## config.mk

```make
export PLATFORM = sky130hd
export DESIGN_NAME = mi3_queue
export DESIGN_NICKNAME = d
export VERILOG_FILES = /design/src/mi3_pkg.sv /design/src/mi3_queue.sv
export VERILOG_INCLUDE_DIRS = /design/src /design/src/src
export SDC_FILE = /design/constraint.sdc
export NUM_CORES = 1
export LEC_CHECK = 0
export BUFFER_PORTS_ARGS = -buffer_cell sky130_fd_sc_hd__buf_2
export CAP_MARGIN = 5
export CORE_MARGIN = 3
export CORE_UTILIZATION = 50
export CTS_CLUSTER_SIZE = 30
export DETAILED_ROUTE_END_ITERATION = 10
export PLACE_DENSITY = 0.68
export SYNTH_ARGS = -nofsm -noshare
export SYNTH_HDL_FRONTEND = slang
export SYNTH_SLANG_ARGS = --single-unit
```

## constraint.sdc

```tcl
create_clock -name clk -period 8 [get_ports clk]
set_input_delay 0.8 -clock clk [delete_from_list [all_inputs] [get_ports clk]]
set_output_delay 0.8 -clock clk [all_outputs]
set_load 0.05 [all_outputs]
```

## src/matrix3_inverse_macros.svh

```systemverilog
// assertion helpers shared by mi3_queue and mi3_back
`ifndef MATRIX3_INVERSE_MACROS_SVH
`define MATRIX3_INVERSE_MACROS_SVH

// antecedent implies consequent in the same cycle
`define MI3_ASSERT_IMP(label, clk, rst_n, ante, cons) \
	label: assert property (@(posedge clk) disable iff (!rst_n) (ante) |-> (cons)) \
		else $error("assertion failed");

// condition holds at every edge out of reset
`define MI3_ASSERT_ALWAYS(label, clk, rst_n, cond) \
	`MI3_ASSERT_IMP(label, clk, rst_n, 1'b1, cond)

`endif

```

## src/mi3_pkg.sv

```systemverilog
`default_nettype none
package mi3_pkg;
	localparam int N_ELEM = 9;
	localparam int QUEUE_DEPTH = 8;
	localparam int QPTR_W = $clog2(QUEUE_DEPTH);
	localparam int QCNT_W = $clog2(QUEUE_DEPTH + 1);

	// element indexes per cofactor: a*b - c*d
	localparam logic [3:0] CF_IDX [N_ELEM][4] = '{
		'{4'd4, 4'd8, 4'd5, 4'd7},
		'{4'd5, 4'd6, 4'd3, 4'd8},
		'{4'd3, 4'd7, 4'd4, 4'd6},
		'{4'd2, 4'd7, 4'd1, 4'd8},
		'{4'd0, 4'd8, 4'd2, 4'd6},
		'{4'd1, 4'd6, 4'd0, 4'd7},
		'{4'd1, 4'd5, 4'd2, 4'd4},
		'{4'd2, 4'd3, 4'd0, 4'd5},
		'{4'd0, 4'd4, 4'd1, 4'd3}
	};

	typedef struct packed {
		logic push;
		logic pop;
	} q_evt_t;
endpackage
`default_nettype wire

```

## src/mi3_queue.sv

```systemverilog
`default_nettype none
`include "matrix3_inverse_macros.svh"
module mi3_queue import mi3_pkg::*; #(
	parameter int DATA_W = 32
) (
	input  logic clk,
	input  logic arst_n,
	input  q_evt_t evt,
	input  logic [DATA_W-1:0] wdata,
	output logic [DATA_W-1:0] rdata,
	output logic not_empty
);
	logic [DATA_W-1:0] mem_q [QUEUE_DEPTH];
	logic [QPTR_W-1:0] wp_q, rp_q;
	logic [QCNT_W-1:0] cnt_q;

	always_ff @(posedge clk or negedge arst_n) begin
		if (!arst_n) begin
			wp_q <= '0;
			rp_q <= '0;
			cnt_q <= '0;
		end else begin
			if (evt.push) wp_q <= wp_q + 1'b1;
			if (evt.pop) rp_q <= rp_q + 1'b1;
			case ({evt.push, evt.pop})
				2'b10: cnt_q <= cnt_q + 1'b1;
				2'b01: cnt_q <= cnt_q - 1'b1;
				default: cnt_q <= cnt_q;
			endcase
		end
	end

	always_ff @(posedge clk) begin
		if (evt.push) mem_q[wp_q] <= wdata;
	end

	assign rdata = mem_q[rp_q];
	assign not_empty = cnt_q != '0;

	`MI3_ASSERT_IMP(a_no_overrun, clk, arst_n, evt.push && !evt.pop, cnt_q < QCNT_W'(QUEUE_DEPTH))
	`MI3_ASSERT_IMP(a_no_underrun, clk, arst_n, evt.pop, cnt_q != '0)
	`MI3_ASSERT_ALWAYS(a_cnt_range, clk, arst_n, cnt_q <= QCNT_W'(QUEUE_DEPTH))
endmodule
`default_nettype wire

```

==> results of run 1 <==
per-layer routing:
layer	global-route usage [%]	vias up
li1	-	1991
met3	3.73	30
met1	25.5	2381
met2	26.4	132
met4	3.48	8
met5	0	-
metrics by stage:
stage | instances | hold WS (ns)
final | 797 | 0.146
after global placement | 748 | 0.447
after CTS | 797 | 0.132
after detailed placement | 748 | 0.453
after floorplan | 423 | 0.433
after global routing | 797 | 0.146
state kept, by name, summed over array words and instances (netlist names):
signal and flops:
rp_q 3, mem_q 256, wp_q 3, cnt_q 4
final timing paths:
| kind | end | slack [ns] | depth (start not counted) |
|---|---|---|---|
| worst max register to register | rp_q[1]$_DFFE_PN0P_ | 5.76 | 3 |
| worst min register to register | cnt_q[3]$_DFFE_PN0P_ | 0.46 | 1 |
| worst min-delay path | cnt_q[0]$_DFFE_PN0P_ | 0.15 | 1 |
| max in group asynchronous | rp_q[0]$_DFFE_PN0P_ | 7.63 | 1 |
| worst max-delay path | rdata[5] | 4.05 | 4 |
| min in group clk | cnt_q[3]$_DFFE_PN0P_ | 0.46 | 1 |
cell type report:
type | count | area [um2] | share of cell area (%)
Multi-Input combinational cell | 138 | 2250 | 19.1
Tap cell | 265 | 332 | 2.81
Clock inverter | 9 | 90.1 | 0.765
Inverter | 1 | 3.75 | 0.0319
Clock buffer | 40 | 744 | 6.32
Sequential cell | 266 | 7940 | 67.4
Timing Repair Buffer | 78 | 415 | 3.53
worst max-delay path, cell delays in order, from the launching register on:
cell	delay, ns
dfrtp_4	0.67
buf_4	0.77
mux4_1	0.65
mux2_2	0.28
buf_2	0.21
logic make-up (layout without fill, tap and decap cells):
logic type | Yosys count | in the layout | synth area share [%]
fa+ha+maj | 5 | 5 | 0.608
simple gates | 21 | 21 | 0.998
mux | 99 | 99 | 18.8
compound gates | 4 | 4 | 0.243
flops | 266 | 266 | 77.2
xor+xnor | 9 | 9 | 0.766
buf+inv | 19 | 128 | 1.45
power by group through the flow:
stage | registers, W | clock network (W) | logic, W
final | 0.00191 | 0.00118 | 0.00159
after global routing | 0.00193 | 0.00126 | 0.00168
after CTS | 0.00191 | 0.00120 | 0.00162
after detailed placement | 0.00194 | 0 | 0.00161
after global placement | 0.00193 | 0 | 0.00160
after floorplan | 0.00183 | 0 | 0.00135
cell usage in the layout, fill, tap and decap left out, types with 2 or more instances in the layout:
cell / count
nand2b_1: 3
buf_4: 10
clkbuf_8: 2
mux4_1: 25
dfrtp_1: 7
buf_2: 68
mux4_2: 39
xor2_1: 6
clkinv_1: 4
nor3_2: 2
nor2b_1: 3
nor2_4: 6
clkbuf_16: 27
xnor2_1: 3
ha_1: 5
clkinv_2: 3
bufinv_16: 2
mux2_2: 35
clkbuf_1: 11
dfrtp_2: 2
a21oi_1: 2
nand2_1: 4
edfxtp_1: 256
==> impl_metrics.env, run 1 <==
export IMPL_p_int_w=0.00305
export IMPL_r2r_start="rp_q[0]$_DFFE_PN0P_"
export IMPL_slew_headroom_pct=32.0
export IMPL_post_route_cell_area_mm2=0.0118
export IMPL_grt_pass1_wl_mm=28.6
export IMPL_place_ws_ns=4.52
export IMPL_wirelength_mm=18.5
export IMPL_wl_per_cell_um=23.2
export IMPL_crit_path_max_fanout=47
export IMPL_ir_drop_mv=0.197
export IMPL_yosysTopAreaCellShare_pct=74.7
export IMPL_power_density_mw_per_mm2=397
export IMPL_synth_area_per_cell_um2=24.3
export IMPL_hold_path_class="input pin to asynchronous set/reset pin"
export IMPL_worstMarginPinSlew_ns=1.02
export IMPL_grt_overflow=0
export IMPL_fin_crit_ns=3.95
export IMPL_rsz0062_at_grt="no"
export IMPL_drt_vias_per_instance=5.70
export IMPL_die_h_um=149
export IMPL_period_share_pct=49.3
export IMPL_final_setup_tns_ns=0
export IMPL_hpwl_mm=9.96
export IMPL_htree_levels=1
export IMPL_drc_errors=0
export IMPL_required_ns=7.20
export IMPL_numCtsBuffers=27
export IMPL_crit_type="register to output port"
export IMPL_cts_clk_slew_worst_paths_ns=0.06
export IMPL_seq_power_share_pct=40.8
export IMPL_routabilityCongestion=0.724
export IMPL_postSynthCellCount=423
export IMPL_dr_pass1_iters=4
export IMPL_fmax_mhz=253
export IMPL_synth_common_cells="256 x edfxtp_1, 39 x mux4_2, 35 x mux2_2"
export IMPL_p_comb_share_pct=34.0
export IMPL_cp_startpoint="rp_q[0]$_DFFE_PN0P_"
export IMPL_num_rows=51
export IMPL_clock_sinks=266
export IMPL_synth_cell_types=24
export IMPL_grtUsageTotal_pct=17.0
export IMPL_yosys_area_top_type="edfxtp_1"
export IMPL_synthFlopType="edfxtp_1"
export IMPL_diodes=0
export IMPL_coreArea_mm2=0.0198
export IMPL_met1Wirelength_mm=8.25
export IMPL_drt_iter0_drc=218
export IMPL_setup_viol=0
export IMPL_cts_tree="built"
export IMPL_synth_enable_flop_cells=256
export IMPL_async_flop_share_pct=3.76
export IMPL_postLayoutCoreUtil_pct=59.4
export IMPL_clockBufferDepth=3
export IMPL_vias=4542
export IMPL_switching_share_pct=34.6
export IMPL_nNetsFinal=553
export IMPL_slew_viol_final=0
export IMPL_highest_layer="met5"
export IMPL_hold_viol=0
export IMPL_io_pins=69
export IMPL_cts_root_buf="clkbuf_16"
export IMPL_power_w=0.00467
export IMPL_cp_data_arrival_time_ns=3.15
export IMPL_fin_skew_ns=0.00623
export IMPL_postPlaceCellArea_mm2=0.0109
export IMPL_die_area_mm2=0.0223
export IMPL_timing_final_ws_setup_ns=4.05
export IMPL_clock_latency_ns=0.51
export IMPL_holdBufCountCts=0
export IMPL_netlist_area_mm2=0.0103
export IMPL_post_cts_buffers=0
export IMPL_synth_nets=464
export IMPL_end_kind="output port"
export IMPL_route_met2_wl_mm=8.72
export IMPL_wl_met3_mm=1.19
export IMPL_port_buffer_count=68
export IMPL_antenna_found_initial=4
export IMPL_p_leak_nw=3.93
export IMPL_grt_max_degree=48
export IMPL_postRouteAntennaNets=0
export IMPL_yosys_warnings=0
export IMPL_synth_seq_cells=266
export IMPL_synth_top_cells_by_area="edfxtp_1 75%, mux4_2 8.5%, mux4_1 6.4%"
export IMPL_cp_start_kind="register"
export IMPL_cap_violations=0
export IMPL_die_w_um=149
export IMPL_ctsResizeCount=0
export IMPL_drive_above_1_share_pct=37.0
export IMPL_initial_core_util_pct=51.8
export IMPL_yosysMostFrequentCell="edfxtp_1"
export IMPL_grt_pass1_vias=4842
export IMPL_nFillCells=1430
export IMPL_power_frac_clock_pct=25.2
export IMPL_syn_to_final_growth_pct=14.6
export IMPL_outcome="finished clean"
export IMPL_p_switching_w=0.00162
export IMPL_yosysSeqAreaShare_pct=77.2
No activity file was read; power rests on OpenSTA's default activity.
==> run 2: changes to the inputs <==
- ABC_AREA: default -> 1
- PLACE_DENSITY: 0.68 -> 0.7
- clock period: 8 -> 3.2 ns (I/O delays scaled with it)
==> impl_metrics.env, run 2 <==
export IMPL_drc_errors=0
export IMPL_diodes=0
export IMPL_synth_top_cells_by_area="edfxtp_1 73%, nor2_1 5.0%, nand2_1 4.2%"
export IMPL_synth_nets=841
export IMPL_synth_common_cells="256 x edfxtp_1, 140 x nor2_1, 117 x nand2_1"
export IMPL_ctsResizeCount=0
export IMPL_hpwl_mm=12.3
export IMPL_multi_input_area_mm2=0.00227
export IMPL_end_kind="output port"
export IMPL_max_stage_delay_ns=0.50
export IMPL_crit_path_top_delay_cell="dfrtp_4"
export IMPL_wirelength_mm=22.6
export IMPL_cts_tree="built"
export IMPL_grt_overflow=0
export IMPL_largestRegisters="mem_q: 256 flops, cnt_q: 4 flops"
export IMPL_yosysTopAreaCellShare_pct=73.1
export IMPL_place_ws_ns=0.852
export IMPL_postRouteAntennaNets=0
export IMPL_port_buffer_count=68
export IMPL_cap_violations=0
export IMPL_die_area_mm2=0.0228
export IMPL_rsz0062_at_grt="no"
export IMPL_die_h_um=151
export IMPL_syn_to_final_growth_pct=14.7
export IMPL_ir_drop_mv=0.666
export IMPL_final_setup_tns_ns=0
export IMPL_crit_top_cell="nand2_1"
export IMPL_largest_register_ff_count=256
export IMPL_yosysMostFrequentCell="edfxtp_1"
export IMPL_hold_viol=0
export IMPL_seq_area_mm2=0.00794
export IMPL_r2r_start="wp_q[0]$_DFFE_PN0P_"
export IMPL_nFillCells=1632
export IMPL_dr_pass1_iters=4
export IMPL_postPlaceCellArea_mm2=0.0112
export IMPL_use_met3_pct=3.14
export IMPL_grt_pass1_wl_mm=35.4
export IMPL_post_route_cell_area_mm2=0.0121
export IMPL_synthFlopType="edfxtp_1"
export IMPL_antenna_found_initial=0
export IMPL_cp_top_family="buffers and inverters"
export IMPL_initial_core_util_pct=51.5
export IMPL_drt_iter0_drc=593
export IMPL_timing_final_ws_setup_ns=0.333
export IMPL_p_leak_nw=4.24
export IMPL_slew_headroom_pct=49.3
export IMPL_cts_clk_slew_worst_paths_ns=0.06
export IMPL_die_w_um=151
export IMPL_synth_seq_cells=266
export IMPL_vias=6441
export IMPL_nNetsFinal=910
export IMPL_crit_path_max_fanout=52
export IMPL_postSynthCellCount=800
export IMPL_yosysSeqAreaShare_pct=75.5
export IMPL_hold_path_class="input pin to register"
export IMPL_num_rows=52
export IMPL_htree_levels=1
export IMPL_outcome="finished clean"
export IMPL_routabilityCongestion=0.745
export IMPL_cp_startpoint="rp_q[0]$_DFFE_PN0P_"
export IMPL_synth_area_per_cell_um2=13.1
export IMPL_io_pins=69
export IMPL_yosys_warnings=0
export IMPL_drive_above_1_share_pct=16.5
export IMPL_synth_enable_flop_cells=256
export IMPL_path_buf_inv=3
export IMPL_drt_vias_per_instance=5.56
export IMPL_cp_data_arrival_time_ns=2.55
export IMPL_required_ns=2.88
export IMPL_cp_start_kind="register"
export IMPL_hp_start="evt[1]"
export IMPL_crit_chain="inv_4 -> buf_4 -> o21ai_0 -> o22ai_1 -> nand2_1 -> nand2_1 -> buf_2"
export IMPL_coreArea_mm2=0.0204
export IMPL_clock_latency_ns=0.52
export IMPL_power_density_mw_per_mm2=1020
export IMPL_netlist_area_mm2=0.0105
export IMPL_numCtsBuffers=27
export IMPL_setup_viol=0
export IMPL_worstMarginPinSlew_ns=0.758
export IMPL_fmax_mhz=349
export IMPL_fin_skew_ns=0.00839
export IMPL_grt_pass1_vias=6348
export IMPL_top_usage_layer="met2"
export IMPL_top_register="mem_q"
export IMPL_async_flop_share_pct=3.76
export IMPL_slew_viol_final=0
export IMPL_clockBufferDepth=3
export IMPL_mostFrequentLayoutCells="256 x edfxtp_1, 132 x nor2_1, 117 x nand2_1, 75 x o21ai_0, 68 x buf_2"
export IMPL_use_met1_pct=28.8
export IMPL_fin_crit_ns=2.87
export IMPL_grt_max_degree=131
export IMPL_clock_sinks=266
export IMPL_wl_per_cell_um=19.5
export IMPL_period_share_pct=89.6
export IMPL_grtUsageTotal_pct=20.2
export IMPL_power_w=0.0123
export IMPL_crit_type="register to output port"
export IMPL_synth_cell_types=23
export IMPL_grt_util_met2_pct=32.8
export IMPL_yosys_area_top_type="edfxtp_1"
export IMPL_layout_commonest_cell="edfxtp_1"
export IMPL_cts_root_buf="clkbuf_16"
==> run 2: cell types whose count changed in the layout (fill, tap and decap cells not counted), moves of 4 or more <==
cell / before / now
nor2_1: 1 / 132
nand2_1: 4 / 117
o21ai_0: 0 / 75
o22ai_1: 0 / 64
o21ai_1: 0 / 48
mux4_2: 39 / 0
mux2_2: 35 / 0
mux4_1: 25 / 0
inv_1: 1 / 11
o21ai_2: 0 / 9
buf_12: 0 / 8
clkbuf_1: 11 / 6
nand3_1: 0 / 4
==> run 2: what timing repair did <==
| action | 4_1_cts | 5_1_grt |
|---|---|---|
| setup buffers | 0 | 0 |
| endpoints found under the hold margin | 10 | 0 |
| hold buffers | 1 | 0 |
==> run 2: kinds of logic after synthesis <==
logic type / count (synthesis) / share of synthesized area, %
adders and majority gates: 5 / 0.595
AOI/OAI and AO/OA: 198 / 10.5
buffers and inverters: 63 / 3.49
DFF: 266 / 75.5
and+or+nand+nor: 263 / 9.48
xor gates and xnor gates: 5 / 0.417
==> run 2: worst reg2reg max path: stages (launching register included) <==
cell and delay, ns:
dfrtp_1 0.38, nand2_1 0.25, nor2_4 0.68, buf_4 0.32
==> run 2: path summary, 6_finish.rpt <==
path	end	slack (ns)	cells after the start
setup / recovery	rdata[0]	0.33	7
hold / removal	wp_q[1]$_DFFE_PN0P_	0.06	2
setup reg to reg	mem_q[3][1]$_DFFE_PP_	1.26	3
hold reg to reg	cnt_q[3]$_DFFE_PN0P_	0.53	2
max in group asynchronous	rp_q[0]$_DFFE_PN0P_	2.75	2
min in group asynchronous	cnt_q[0]$_DFFE_PN0P_	0.20	2
==> run 2: where the power goes <==
group	internal [W]	total (W)	switching [W]
registers	0.00424	0.00440	0.000162
clock network	0.00179	0.00301	0.00122
logic	0.00125	0.00494	0.00369
total	0.00727	0.0123	0.00508
==> run 2: area by class of cell <==
cell class / count / area share, %
sequential: 266 / 65.9
multi-input combinational: 471 / 18.8
clock buffer: 33 / 5.79
timing repair buffer: 89 / 4.98
tap: 270 / 2.80
clock inverter: 16 / 1.28
inverter: 14 / 0.457
==> run 2: per-stage QoR <==
stage	std cells	util (%)	hold WS (ns)
6_report	1159	59.0	0.0595
3_3_place_gp	1109	54.8	0.210
4_1_cts	1159	59.0	0.0541
3_5_place_dp	1109	54.8	0.209
2_1_floorplan	800	-	0.0244
5_1_grt	1159	59.0	0.0641
==> run 2: routing by layer <==
layer,wire (um),up-vias
li1,-,3051
met1,9930,3151
met2,10900,200
met3,1300,39
met4,421,0
met5,0,-
